## src/sfph_pkg.sv

```systemverilog
// shared constants and types for the sensor frame parser
`timescale 1ns / 1ps
`default_nettype none

package sfph_pkg;

   localparam int PAYLOAD_BYTES = 16;
   localparam int NUM_CH        = 8;
   localparam int IDX_W         = $clog2(PAYLOAD_BYTES);
   localparam int QUEUE_DEPTH   = 2;
   localparam int QPTR_W        = $clog2(QUEUE_DEPTH);

   localparam logic [7:0]  HDR_BYTE     = 8'h75;
   localparam logic [7:0]  TAIL_BYTE    = 8'h11;
   localparam logic [16:0] WHITE_GAP    = 17'd100;
   localparam logic [15:0] LEVEL_MAX    = 16'hFFFF;
   localparam logic [15:0] THRESH_RESET = 16'd700;

   typedef logic [PAYLOAD_BYTES-1:0][7:0] frame_type;

endpackage

`default_nettype wire

```

## src/sfph_front.sv

```systemverilog
// byte parser: header, payload collection and tail check
`timescale 1ns / 1ps
`default_nettype none

module sfph_front (
   input  wire logic              clock,
   input  wire logic              reset,
   input  wire logic              accept_in,
   input  wire logic [7:0]        rx_byte,
   output sfph_pkg::frame_type    frame_out,
   output logic                   frame_push
);
   import sfph_pkg::*;

   typedef enum logic [1:0] {
      PH_WAIT,
      PH_COLLECT,
      PH_TAIL
   } phase_type;

   phase_type         phase_ff, phase_in;
   logic [IDX_W-1:0]  idx_ff, idx_in;
   frame_type         store_ff;

   always_comb begin
      phase_in = phase_ff;
      idx_in   = idx_ff;
      case (phase_ff)
         PH_WAIT: begin
            if (rx_byte == HDR_BYTE) begin
               phase_in = PH_COLLECT;
               idx_in   = '0;
            end
         end
         PH_COLLECT: begin
            idx_in = idx_ff + IDX_W'(1);
            if (idx_ff == IDX_W'(PAYLOAD_BYTES - 1)) begin
               phase_in = PH_TAIL;
            end
         end
         PH_TAIL: begin
            phase_in = PH_WAIT;
         end
         default: begin
            phase_in = PH_WAIT;
         end
      endcase
   end

   assign frame_push = accept_in && (phase_ff == PH_TAIL) && (rx_byte == TAIL_BYTE);
   assign frame_out  = store_ff;

   always_ff @(posedge clock) begin
      if (reset) begin
         phase_ff <= PH_WAIT;
         idx_ff   <= '0;
      end else if (accept_in) begin
         phase_ff <= phase_in;
         idx_ff   <= idx_in;
         if (phase_ff == PH_COLLECT) begin
            store_ff[idx_ff] <= rx_byte;
         end
      end
   end

`ifndef SYNTHESIS
   a_tail_index_wrapped: assert property (@(posedge clock) disable iff (reset)
      phase_ff == PH_TAIL |-> idx_ff == '0)
      else $error("tail phase with nonzero payload index");

   a_push_after_tail: assert property (@(posedge clock) disable iff (reset)
      frame_push |=> phase_ff == PH_WAIT)
      else $error("frame push did not return parser to wait");
`endif

endmodule

`default_nettype wire

```

## src/sfph_queue.sv

```systemverilog
// short frame queue between parser and map update
`timescale 1ns / 1ps
`default_nettype none

module sfph_queue (
   input  wire logic              clock,
   input  wire logic              reset,
   input  wire logic              push,
   input  wire sfph_pkg::frame_type push_data,
   output logic                   full,
   output logic                   valid,
   input  wire logic              pop,
   output sfph_pkg::frame_type    pop_data
);
   import sfph_pkg::*;

   frame_type          entry_ff [QUEUE_DEPTH];
   logic [QPTR_W-1:0]  wr_ptr_ff, rd_ptr_ff;
   logic [QPTR_W:0]    count_ff, count_in;
   logic               do_push, do_pop;

   function automatic logic [QPTR_W-1:0] next_ptr(input logic [QPTR_W-1:0] p);
      if (p == QPTR_W'(QUEUE_DEPTH - 1)) begin
         return '0;
      end
      return p + QPTR_W'(1);
   endfunction

   assign full     = (count_ff == (QPTR_W+1)'(QUEUE_DEPTH));
   assign valid    = (count_ff != '0);
   assign do_push  = push && !full;
   assign do_pop   = pop && valid;
   assign pop_data = entry_ff[rd_ptr_ff];

   always_comb begin
      count_in = count_ff;
      if (do_push && !do_pop) begin
         count_in = count_ff + (QPTR_W+1)'(1);
      end else if (do_pop && !do_push) begin
         count_in = count_ff - (QPTR_W+1)'(1);
      end
   end

   always_ff @(posedge clock) begin
      if (reset) begin
         wr_ptr_ff <= '0;
         rd_ptr_ff <= '0;
         count_ff  <= '0;
      end else begin
         count_ff <= count_in;
         if (do_push) begin
            entry_ff[wr_ptr_ff] <= push_data;
            wr_ptr_ff           <= next_ptr(wr_ptr_ff);
         end
         if (do_pop) begin
            rd_ptr_ff <= next_ptr(rd_ptr_ff);
         end
      end
   end

`ifndef SYNTHESIS
   a_count_bound: assert property (@(posedge clock) disable iff (reset)
      count_ff <= (QPTR_W+1)'(QUEUE_DEPTH))
      else $error("queue count above depth");

   a_no_push_full: assert property (@(posedge clock) disable iff (reset)
      !(push && full))
      else $error("frame pushed into full queue");
`endif

endmodule

`default_nettype wire

```

## src/sfph_back.sv

```systemverilog
// hysteresis map update, threshold register and result register
`timescale 1ns / 1ps
`default_nettype none

module sfph_back (
   input  wire logic              clock,
   input  wire logic              reset,
   input  wire logic              csr_valid,
   output logic                   csr_ready,
   input  wire logic [15:0]       csr_black_threshold,
   input  wire logic              frame_valid,
   input  wire sfph_pkg::frame_type frame_in,
   output logic                   frame_pop,
   output logic                   rsp_empty,
   input  wire logic              rsp_pop,
   output logic [7:0]             line_map,
   output logic [sfph_pkg::NUM_CH-1:0][15:0] levels
);
   import sfph_pkg::*;

   logic [15:0]              thresh_ff;
   logic [7:0]               held_map_ff, map_in;
   logic                     out_valid_ff;
   logic [7:0]               out_map_ff;
   logic [NUM_CH-1:0][15:0]  out_level_ff, level_in;
   logic [16:0]              white_sum;
   logic [15:0]              white;
   logic                     load;

   assign csr_ready = 1'b1;
   assign white_sum = {1'b0, thresh_ff} + WHITE_GAP;
   assign white     = white_sum[16] ? LEVEL_MAX : white_sum[15:0];
   assign load      = frame_valid && (!out_valid_ff || rsp_pop);
   assign frame_pop = load;

   always_comb begin
      map_in = held_map_ff;
      for (int ch = 0; ch < NUM_CH; ch++) begin
         level_in[ch] = {frame_in[2*ch], frame_in[2*ch+1]};
         if (level_in[ch] < thresh_ff) begin
            map_in[ch] = 1'b1;
         end else if (level_in[ch] > white) begin
            map_in[ch] = 1'b0;
         end
      end
   end

   always_ff @(posedge clock) begin
      if (reset) begin
         thresh_ff    <= THRESH_RESET;
         held_map_ff  <= '0;
         out_valid_ff <= 1'b0;
      end else begin
         if (csr_valid) begin
            thresh_ff <= csr_black_threshold;
         end
         if (load) begin
            held_map_ff  <= map_in;
            out_map_ff   <= map_in;
            out_level_ff <= level_in;
            out_valid_ff <= 1'b1;
         end else if (rsp_pop) begin
            out_valid_ff <= 1'b0;
         end
      end
   end

   assign rsp_empty = !out_valid_ff;
   assign line_map  = out_map_ff;
   assign levels    = out_level_ff;

`ifndef SYNTHESIS
   a_map_matches_held: assert property (@(posedge clock) disable iff (reset)
      out_valid_ff |-> out_map_ff == held_map_ff)
      else $error("result map differs from held map");

   a_held_only_on_load: assert property (@(posedge clock) disable iff (reset)
      !load |=> $stable(held_map_ff))
      else $error("held map changed without a frame");
`endif

endmodule

`default_nettype wire

```

## src/sensor_frame_parser_hysteresis_core.sv

```systemverilog
// top level of the sensor frame parser with hysteresis black-line map
//
// channel   direction  handshake          payload
// req_      in         push / full        rx_byte (8)
// rsp_      out        empty / pop        line_map (8), level_ch0..7 (16 each)
// csr_      in         valid / ready      black_threshold (16)
//
// one byte is taken every cycle while full is low; full rises only while both
// queue entries and the result register hold frames that the result side has
// not taken; a good tail byte's frame is written into the queue and then into
// the result register when that register is free
// synchronous reset: parser waits for a header, map cleared, threshold 700
// csr writes are always taken and apply to the next frame updated
`timescale 1ns / 1ps
`default_nettype none

module sensor_frame_parser_hysteresis_core (
   input  wire logic        clock,
   input  wire logic        reset,
   input  wire logic        req_push,
   output logic             req_full,
   input  wire logic [7:0]  req_rx_byte,
   output logic             rsp_empty,
   input  wire logic        rsp_pop,
   output logic [7:0]       rsp_line_map,
   output logic [15:0]      rsp_level_ch0,
   output logic [15:0]      rsp_level_ch1,
   output logic [15:0]      rsp_level_ch2,
   output logic [15:0]      rsp_level_ch3,
   output logic [15:0]      rsp_level_ch4,
   output logic [15:0]      rsp_level_ch5,
   output logic [15:0]      rsp_level_ch6,
   output logic [15:0]      rsp_level_ch7,
   input  wire logic        csr_valid,
   output logic             csr_ready,
   input  wire logic [15:0] csr_black_threshold
);
   import sfph_pkg::*;

   frame_type                front_frame, queue_frame;
   logic                     front_push, queue_full, queue_valid, queue_pop;
   logic                     accept;
   logic [NUM_CH-1:0][15:0]  levels;

   assign req_full = queue_full;
   assign accept   = req_push && !queue_full;

   sfph_front u_front (
      .clock      (clock),
      .reset      (reset),
      .accept_in  (accept),
      .rx_byte    (req_rx_byte),
      .frame_out  (front_frame),
      .frame_push (front_push)
   );

   sfph_queue u_queue (
      .clock     (clock),
      .reset     (reset),
      .push      (front_push),
      .push_data (front_frame),
      .full      (queue_full),
      .valid     (queue_valid),
      .pop       (queue_pop),
      .pop_data  (queue_frame)
   );

   sfph_back u_back (
      .clock               (clock),
      .reset               (reset),
      .csr_valid           (csr_valid),
      .csr_ready           (csr_ready),
      .csr_black_threshold (csr_black_threshold),
      .frame_valid         (queue_valid),
      .frame_in            (queue_frame),
      .frame_pop           (queue_pop),
      .rsp_empty           (rsp_empty),
      .rsp_pop             (rsp_pop),
      .line_map            (rsp_line_map),
      .levels              (levels)
   );

   assign rsp_level_ch0 = levels[0];
   assign rsp_level_ch1 = levels[1];
   assign rsp_level_ch2 = levels[2];
   assign rsp_level_ch3 = levels[3];
   assign rsp_level_ch4 = levels[4];
   assign rsp_level_ch5 = levels[5];
   assign rsp_level_ch6 = levels[6];
   assign rsp_level_ch7 = levels[7];

endmodule

`default_nettype wire
```

## config.mk

```make
export PLATFORM = sky130hd
export DESIGN_NAME = sensor_frame_parser_hysteresis_core
export DESIGN_NICKNAME = d
export VERILOG_FILES = /design/src/sfph_pkg.sv /design/src/sfph_front.sv /design/src/sfph_queue.sv /design/src/sfph_back.sv /design/src/sensor_frame_parser_hysteresis_core.sv
export SDC_FILE = /design/constraint.sdc
export NUM_CORES = 1
export LEC_CHECK = 0
export BUFFER_PORTS_ARGS = -buffer_cell sky130_fd_sc_hd__buf_4
export CAP_MARGIN = 20
export CORE_MARGIN = 4
export CORE_UTILIZATION = 60
export DETAILED_ROUTE_END_ITERATION = 7
export PLACE_DENSITY_LB_ADDON = 0.3
export RECOVER_POWER = 50
export SLEW_MARGIN = 25
export SYNTH_ARGS = -nofsm -noshare
export SYNTH_HDL_FRONTEND = slang
export SYNTH_SLANG_ARGS = --single-unit
```

## constraint.sdc

```tcl
create_clock -name clock -period 19.9 [get_ports clock]
set_clock_uncertainty 0.1 [all_clocks]
set_input_delay 0.995 -clock clock [delete_from_list [all_inputs] [get_ports clock]]
set_output_delay 0.995 -clock clock [all_outputs]
set_load 0.02 [all_outputs]
```

After elaboration in Yosys (flattened, before gate mapping)
Memories as Yosys holds them, arrays and structs flattened. A register that Yosys moved wholly into a read port is not among the register bits.
Cells that the tools add are included.
{"block": "word_totals", "mem_count": 1, "out_inout_bits": 139, "ramBits": 256, "reg_bits": 299}
{"memory": "u_queue.entry_ff", "depth": 2, "word_bits": 128, "read_ports": 1, "rd_ports_with_merged_regs": 1, "write_ports": 1, "line": "sfph_queue.sv:17", "rtl": "frame_type entry_ff [QUEUE_DEPTH];"}
{"block": "op_classes", "addsub": 6, "n_reduce_logical": 23, "n_eq_ne": 8, "n_mux": 44, "n_lt_le_gt_ge": 18, "bitwise_logic": 1}
{"operator": "bitwise mux 128 bit", "count": 1}
{"operator": "> comparator 16 bit", "count": 8}
{"operator": "less-than comparator 16 bit", "count": 8}
{"operator": "two-way mux 1 bit", "count": 33}
{"operator": "demux 8 bit (select 4 bit)", "count": 1}
{"operator": "adder 16 x 7 -> 17 bit (second input constant)", "count": 1}
{"operator": "two-way mux 16 bit", "count": 1}
{"operator": "logical AND 1 bit", "count": 9}
{"operator": "AND reduction 3 bit", "count": 3}
{"operator": "equality test 8 x 5 -> 1 bit (second input constant)", "count": 1}
{"operator": "equality test 8 x 7 -> 1 bit (second input constant)", "count": 1}
{"operator": "two-way mux 2 bit", "count": 4}
{"operator": "two-way mux 8 bit", "count": 1}
{"operator": "case mux 4 bit (2 select lines)", "count": 1}
{"operator": "nonzero test 2 bit", "count": 4}
{"operator": "less-than comparator 4 x 5 -> 1 bit (second input constant)", "count": 1}
{"operator": "adder 4 x 1 -> 4 bit (second input constant)", "count": 1}
{"operator": "equality test 2 bit (second input constant)", "count": 2}
{"operator": "equality test 4 bit (second input constant)", "count": 1}
{"operator": "greater-or-equal comparator 4 x 1 -> 1 bit (second input constant)", "count": 1}
{"operator": "zero test 1 bit", "count": 4}
{"operator": "two-way mux 4 bit", "count": 1}
{"operator": "inequality test 2 x 1 -> 1 bit (second input constant)", "count": 2}
{"operator": "case mux 2 bit (2 select lines)", "count": 1}
{"operator": "8 further kinds", "count": 9}

Logic depth before layout (Yosys ltp)
{"block": "depth", "word_depth": 10, "ltp_mapped": 15, "mapped_depth_nobuf": 15}

By module
Synthesis repeated with hierarchy kept, for this count alone.
{"block": "hier_totals", "hier_cells": 1655, "area_unflattened_um2": 25117.8}
{"mod": "sfph_back", "area_per_inst_um2": 11185.7, "cells_each": 1025, "n_inst": 1}
{"mod": "sfph_queue", "area_per_inst_um2": 9500.4, "cells_each": 424, "n_inst": 1}
{"mod": "sfph_front", "area_per_inst_um2": 4418.0, "cells_each": 205, "n_inst": 1}
{"mod": "sensor_frame_parser_hysteresis_core", "area_per_inst_um2": 13.8, "cells_each": 1, "n_inst": 1}

Least setup slack after synthesis
OpenSTA, ideal clock, no wires.
{"block": "synth_timing", "kind": "input-to-reg", "start": "in req_rx_byte[2]", "end": "mem u_queue.entry_ff[0][0] (netlist name), enable pin", "n_path_buf": 0, "stages": 4, "required_ns": 19.001, "path_slack_ns": 7.898, "t_arrival_ns": 11.103, "path_cell_list": "or4_1 nor2_1 and3_1 nor3b_1"}
{"block": "synth_between", "elab_chain_cells": 6}
{"element": "start: declaration", "line": "sensor_frame_parser_hysteresis_core.sv:22", "rtl": "input wire logic [7:0] req_rx_byte,"}
{"element": "equality test 8 x 5 -> 1 bit", "line": "sfph_front.sv:50", "rtl": "assign frame_push = accept_in && (phase_ff == PH_TAIL) && (rx_byte == TAIL_BYTE);"}
{"element": "logical AND 1 bit", "line": "sfph_front.sv:50"}
{"element": "logical AND 1 bit", "line": "sfph_queue.sv:31", "rtl": "assign do_push = push && !full;"}
{"element": "named net u_queue.do_push", "line": "sfph_queue.sv:20", "rtl": "logic do_push, do_pop;"}
{"element": "two-way mux 1 bit", "line": "sfph_queue.sv:51", "rtl": "if (do_push) begin"}
{"element": "two-way mux 1 bit", "line": "sfph_queue.sv:45", "rtl": "if (reset) begin"}
{"element": "two-way mux 1 bit (not written as such)", "line": "sfph_queue.sv:52", "rtl": "entry_ff[wr_ptr_ff] <= push_data;"}
{"element": "end: declaration", "line": "sfph_queue.sv:17"}
The timed path passes the listed nets, and every way through them passes these cells.

==> summary.txt <==
Run status
  • Run status: finished with violations
  • Failing checks: DRC, capacitance limit, slew limit

Critical path
  • Critical path class: flop to flop
  • Worst Setup End Kind: flop
  • Endpoint of the most critical register-to-register path: u_back.held_map_ff[1]$_SDFFE_PP0P_
  • Arrival time of data at the critical path endpoint: 6.80 ns
  • Worst setup SP type: flop
  • Crit Path Max Fanout: 68
  • Required time at the endpoint of the critical path: 20.28 ns
  • Worst setup slack for register-to-register paths: 13.48 ns
  • Reg2Reg Depth: 9

Placement
  • Cell total after placement: 2,275
  • Cell area reported after detailed placement: 0.02668 mm²
  • Number of buffers added on ports: 166
  • Half-perimeter wire length after placement: 43,620 µm
  • Final RePlAce weighted congestion: 0.9067

Floorplanning
  • Vertical die dimension: 211.2 µm
  • Area of the core: 0.04083 mm²
  • Die outline area: 0.04460 mm²
  • Cell row count: 74
  • Die width: 211.2 µm
  • Number of top-level pins: 168
  • Initial cell density of the core: 60.66%

Cells and area
  • Final layout net count: 2,058
  • Layout Area Growth over Synthesis: 12.65%
  • Utilization after layout: 68.34%
  • Layout cell share with drive strength beyond 1: 10.10%
  • Number of standard cells in the layout, taps in and fillers out: 2,375
  • Final design area excluding fillers: 0.02790 mm²

CTS
  • Total clock buffers created by CTS: 54
  • Max Root-Sink Buffers: 3
  • Level count of the clock H-tree: 2
  • Clock tree from TritonCTS: done
  • Number of buffers added to fix hold violations after cts: 0
  • Count of clock tree sinks: 556
  • Clock insertion delay at the later pin of the skew report: 0.61 ns
  • Clock transition at the registers of the reported paths: 0.07 ns
  • Total of cells resized after clock tree synthesis: 0
  • Post-CTS Setup Inserts: 0
  • Buffer cell driving the clock tree root: sky130_fd_sc_hd__clkbuf_16

Timing
  • Fmax: 155.8 MHz
  • Min Tclk post-route: 6.417 ns
  • Unrepaired setup endpoints after global routing: no
  • Sum of negative setup slack: 0 ns
  • Remaining max-slew budget at the tightest pin: -127.6%
  • Final setup violation count: 0
  • Final hold violation count: 0
  • Final critical-path share of the clock period: 32.25%
  • Number of slew-limit violations in the final report: 234
  • Worst Max-Slew Pin Slew: 3.414 ns

Routing
  • Routed length on met1: 25,590 µm
  • Total via count after detailed routing: 15,110
  • Mean routed wirelength per cell: 26.93 µm
  • Routed WL: 63,960 µm
  • Number of remaining DRC errors: 1
  • Number of DRC markers after the initial detailed-route iteration: 1,552
  • Remaining antenna violation count: 0
  • Number of search-and-repair iterations in the first detailed-routing pass: 7
  • Top Metal Used: met4
  • Wire length on met3: 4332 µm
  • WL met2: 31,030 µm
  • Detail-routed via count per cell: 6.360

Synth
  • Syn avg cell area: 15.44 µm²
  • Part of the Yosys area used for sequential elements: 65.95%
  • Synth area leader: sky130_fd_sc_hd__edfxtp_1
  • Most used flip-flop cell after synthesis: sky130_fd_sc_hd__edfxtp_1
  • Share of the synthesized area in the top cell type: 63.04%
  • Post-synthesis compound-gate area fraction: 7.890%
  • EDFF count, synth: 520
  • Total number of yosys warnings: 0
  • Net count after synthesis: 1,863
  • Simple logic cell fraction of the synthesized area: 5.546%
  • Main combinational cell family by area after synthesis: adder cells
  • Biggest area contributors in the synthesized netlist: sky130_fd_sc_hd__edfxtp_1 63%, sky130_fd_sc_hd__ha_1 12%, sky130_fd_sc_hd__mux2_2 4.9%
  • Gate Count Post-Synth: 1,604
  • Proportion of synthesized area in mux cells: 6.243%
  • XOR/XNOR Fraction of Synth Area: 0.7072%
  • Post-Synth Adder-Cell Area: 12.10%
  • Number of different library cells in the post-synthesis netlist: 69
  • Number of synthesized register bits: 556
  • Total standard cell area after synthesis: 0.02477 mm²
  • Synth async-reset ratio: 0%

Power and ir drop
  • Relative contribution of the clock network to total power: 41.8%
  • Relative contribution of combinational cells to total power: 5.5%
  • Relative contribution of sequential cells to total power: 52.6%
  • Worst-case vdd ir drop: 101.7 µV
  • Total Power Consumption: 0.002413 W
  • Internal: 0.001891 W
  • Power density over the cells: 86.46 mW/mm²
  • Net switching power: 0.0005216 W
  • Switching share of total power: 21.62%
  • Reported leakage power: 9.956 nW

Hold path
  • Hold Path Class: flop to flop
  • Worst-case hold path end point: u_queue.entry_ff[1][99]$_DFFE_PP_
  • Hold wc startpoint: u_front.frame_out[99]$_DFFE_PP_
  • Hold Path Depth: 0

Global routing
  • Number of antenna violations at the first check in global routing: 1
  • Via count of the first global-routing pass: 15,110
  • GRT Overall Usage: 28.34%
  • Global-route wire length before repair: 93,430 µm
  • Maximum number of pins on one net before global-route repair: 71
  • GRT overflow: 0

Run
  • Reported max-cap violation count: 9
[per-layer routing]
layer / track usage (%) / vias up
met5: 0 / -
met4: 12.72 / 0
met3: 4.233 / 177
met2: 46.69 / 710
met1: 37.82 / 7522
li1: - / 6696
[registers in the layout (all words and copies together), names as in the netlist, 2 cells and up, named ones only]
signal / cells
u_queue.entry_ff: 256
u_back.levels: 128
u_front.frame_out: 128
u_back.thresh_ff: 16
u_back.held_map_ff: 8
u_back.line_map: 8
u_front.idx_ff: 4
u_front.phase_ff: 2
u_queue.count_ff: 2
[cells in the final DEF (no fill, tap or decap), drive strengths merged, types with 5 or more instances in the layout]
master    netlist  final
a2111oi         8      8
a211o           5      5
a211oi         15     15
a21o           59     59
a21oi          56     56
a221oi          6      6
a31oi          10     10
and3           12     12
and4           12     12
buf            19     37
bufinv          0      5
clkbuf         18    208
clkinv          0     16
clkinvlp        0      5
dfxtp          36     36
edfxtp        520    520
ha            230    230
inv            53     57
maj3           12     12
mux2          108    108
mux2i          33     33
nand2          60     60
nand2b          9      9
nand3          20     20
nand4          29     29
nor2           94     94
nor2b           6      6
nor3           17     17
nor4            5      5
o2111ai         5      5
o211ai         22     22
o21a           10     10
o21ai          41     41
xnor2          15     15
xor2            5      5
[Yosys cell counts (5+ instances only)]
cell	count
sky130_fd_sc_hd__a2111oi_0	8
sky130_fd_sc_hd__a211o_1	5
sky130_fd_sc_hd__a211oi_1	13
sky130_fd_sc_hd__a21o_1	59
sky130_fd_sc_hd__a21oi_1	56
sky130_fd_sc_hd__a221oi_1	6
sky130_fd_sc_hd__a31oi_1	10
sky130_fd_sc_hd__and3_1	12
sky130_fd_sc_hd__and4_1	11
sky130_fd_sc_hd__buf_1	6
sky130_fd_sc_hd__buf_2	7
sky130_fd_sc_hd__clkbuf_1	18
sky130_fd_sc_hd__dfxtp_1	36
sky130_fd_sc_hd__edfxtp_1	520
sky130_fd_sc_hd__ha_1	230
sky130_fd_sc_hd__inv_1	51
sky130_fd_sc_hd__maj3_1	12
sky130_fd_sc_hd__mux2_2	108
sky130_fd_sc_hd__mux2i_1	33
sky130_fd_sc_hd__nand2_1	60
sky130_fd_sc_hd__nand2b_1	9
sky130_fd_sc_hd__nand3_1	20
sky130_fd_sc_hd__nand4_1	29
sky130_fd_sc_hd__nor2_1	94
sky130_fd_sc_hd__nor2b_1	6
sky130_fd_sc_hd__nor3_1	17
sky130_fd_sc_hd__nor4_1	5
sky130_fd_sc_hd__o2111ai_1	5
sky130_fd_sc_hd__o211ai_1	22
sky130_fd_sc_hd__o21a_1	10
sky130_fd_sc_hd__o21ai_0	41
sky130_fd_sc_hd__xnor2_1	15
sky130_fd_sc_hd__xor2_1	5
[cell families (layout without fill, tap and decap cells)]
logic type	after synthesis	count (layout)
DFF	556	556
and+or+nand+nor	280	280
AOI/OAI and AO/OA	274	274
adders and majority gates	242	242
muxes	141	141
buffers and inverters	90	328
xor gates and xnor gates	20	20
other	1	2
[through the flow]
step	hold slack, ns	setup slack, ns
2_1_floorplan	0.3215	7.898
3_3_place_gp	0.3217	15.43
3_5_place_dp	0.3296	15.31
4_1_cts	0.3401	15.27
5_1_grt	0.3518	13.01
6_report	0.3352	13.48
[power groups by stage]
stage | Sequential, W | Combinational (W) | Clock, W
global route | 0.00127 | 0.000147 | 0.00107
detailed placement | 0.00129 | 0.000130 | 0
global placement | 0.00129 | 0.000126 | 0
CTS | 0.00127 | 0.000132 | 0.00102
floorplan | 0.00129 | 0.0000825 | 0
finish | 0.00127 | 0.000134 | 0.00101
[worst max path at each step]
stage	start	to	slack, ns	cells past startpoint
3_5_place_dp	flop	u_back.held_map_ff[1]$_SDFFE_PP0P_	15.31	9
3_3_place_gp	u_back.thresh_ff[2]$_SDFFE_PP1P_	u_back.held_map_ff[7]$_SDFFE_PP0P_	15.43	11
5_1_grt	flop	u_back.held_map_ff[1]$_SDFFE_PP0P_	13.01	9
2_1_floorplan	req_rx_byte[2]	u_queue.entry_ff[0][0]$_DFFE_PP_	7.90	4
4_1_cts	flop	u_back.held_map_ff[1]$_SDFFE_PP0P_	15.27	9
6_report	flop	u_back.held_map_ff[1]$_SDFFE_PP0P_	13.48	9
[critical path, cell delays in order, from the launching register on]
cell                        delay, ns
sky130_fd_sc_hd__dfxtp_1         2.62
sky130_fd_sc_hd__buf_4           1.01
sky130_fd_sc_hd__mux2_2          0.46
sky130_fd_sc_hd__ha_1            0.22
sky130_fd_sc_hd__or3_1           0.37
sky130_fd_sc_hd__a221oi_1        0.21
sky130_fd_sc_hd__a21oi_1         0.11
sky130_fd_sc_hd__a2111oi_0       0.79
sky130_fd_sc_hd__a211oi_1        0.16
sky130_fd_sc_hd__a211oi_1        0.25
[layout make-up]
cell class	count	area (µm²)
well taps	532	665.6
inverters	53	201.4
clock buffers	69	1439
repair buffers	176	819.5
fillers	2803	12930
diodes	1	2.502
multi-input cells	958	8134
clock inverters	30	305.3
flip-flops and latches	556	16340
No activity file was read; power rests on OpenSTA's default activity.
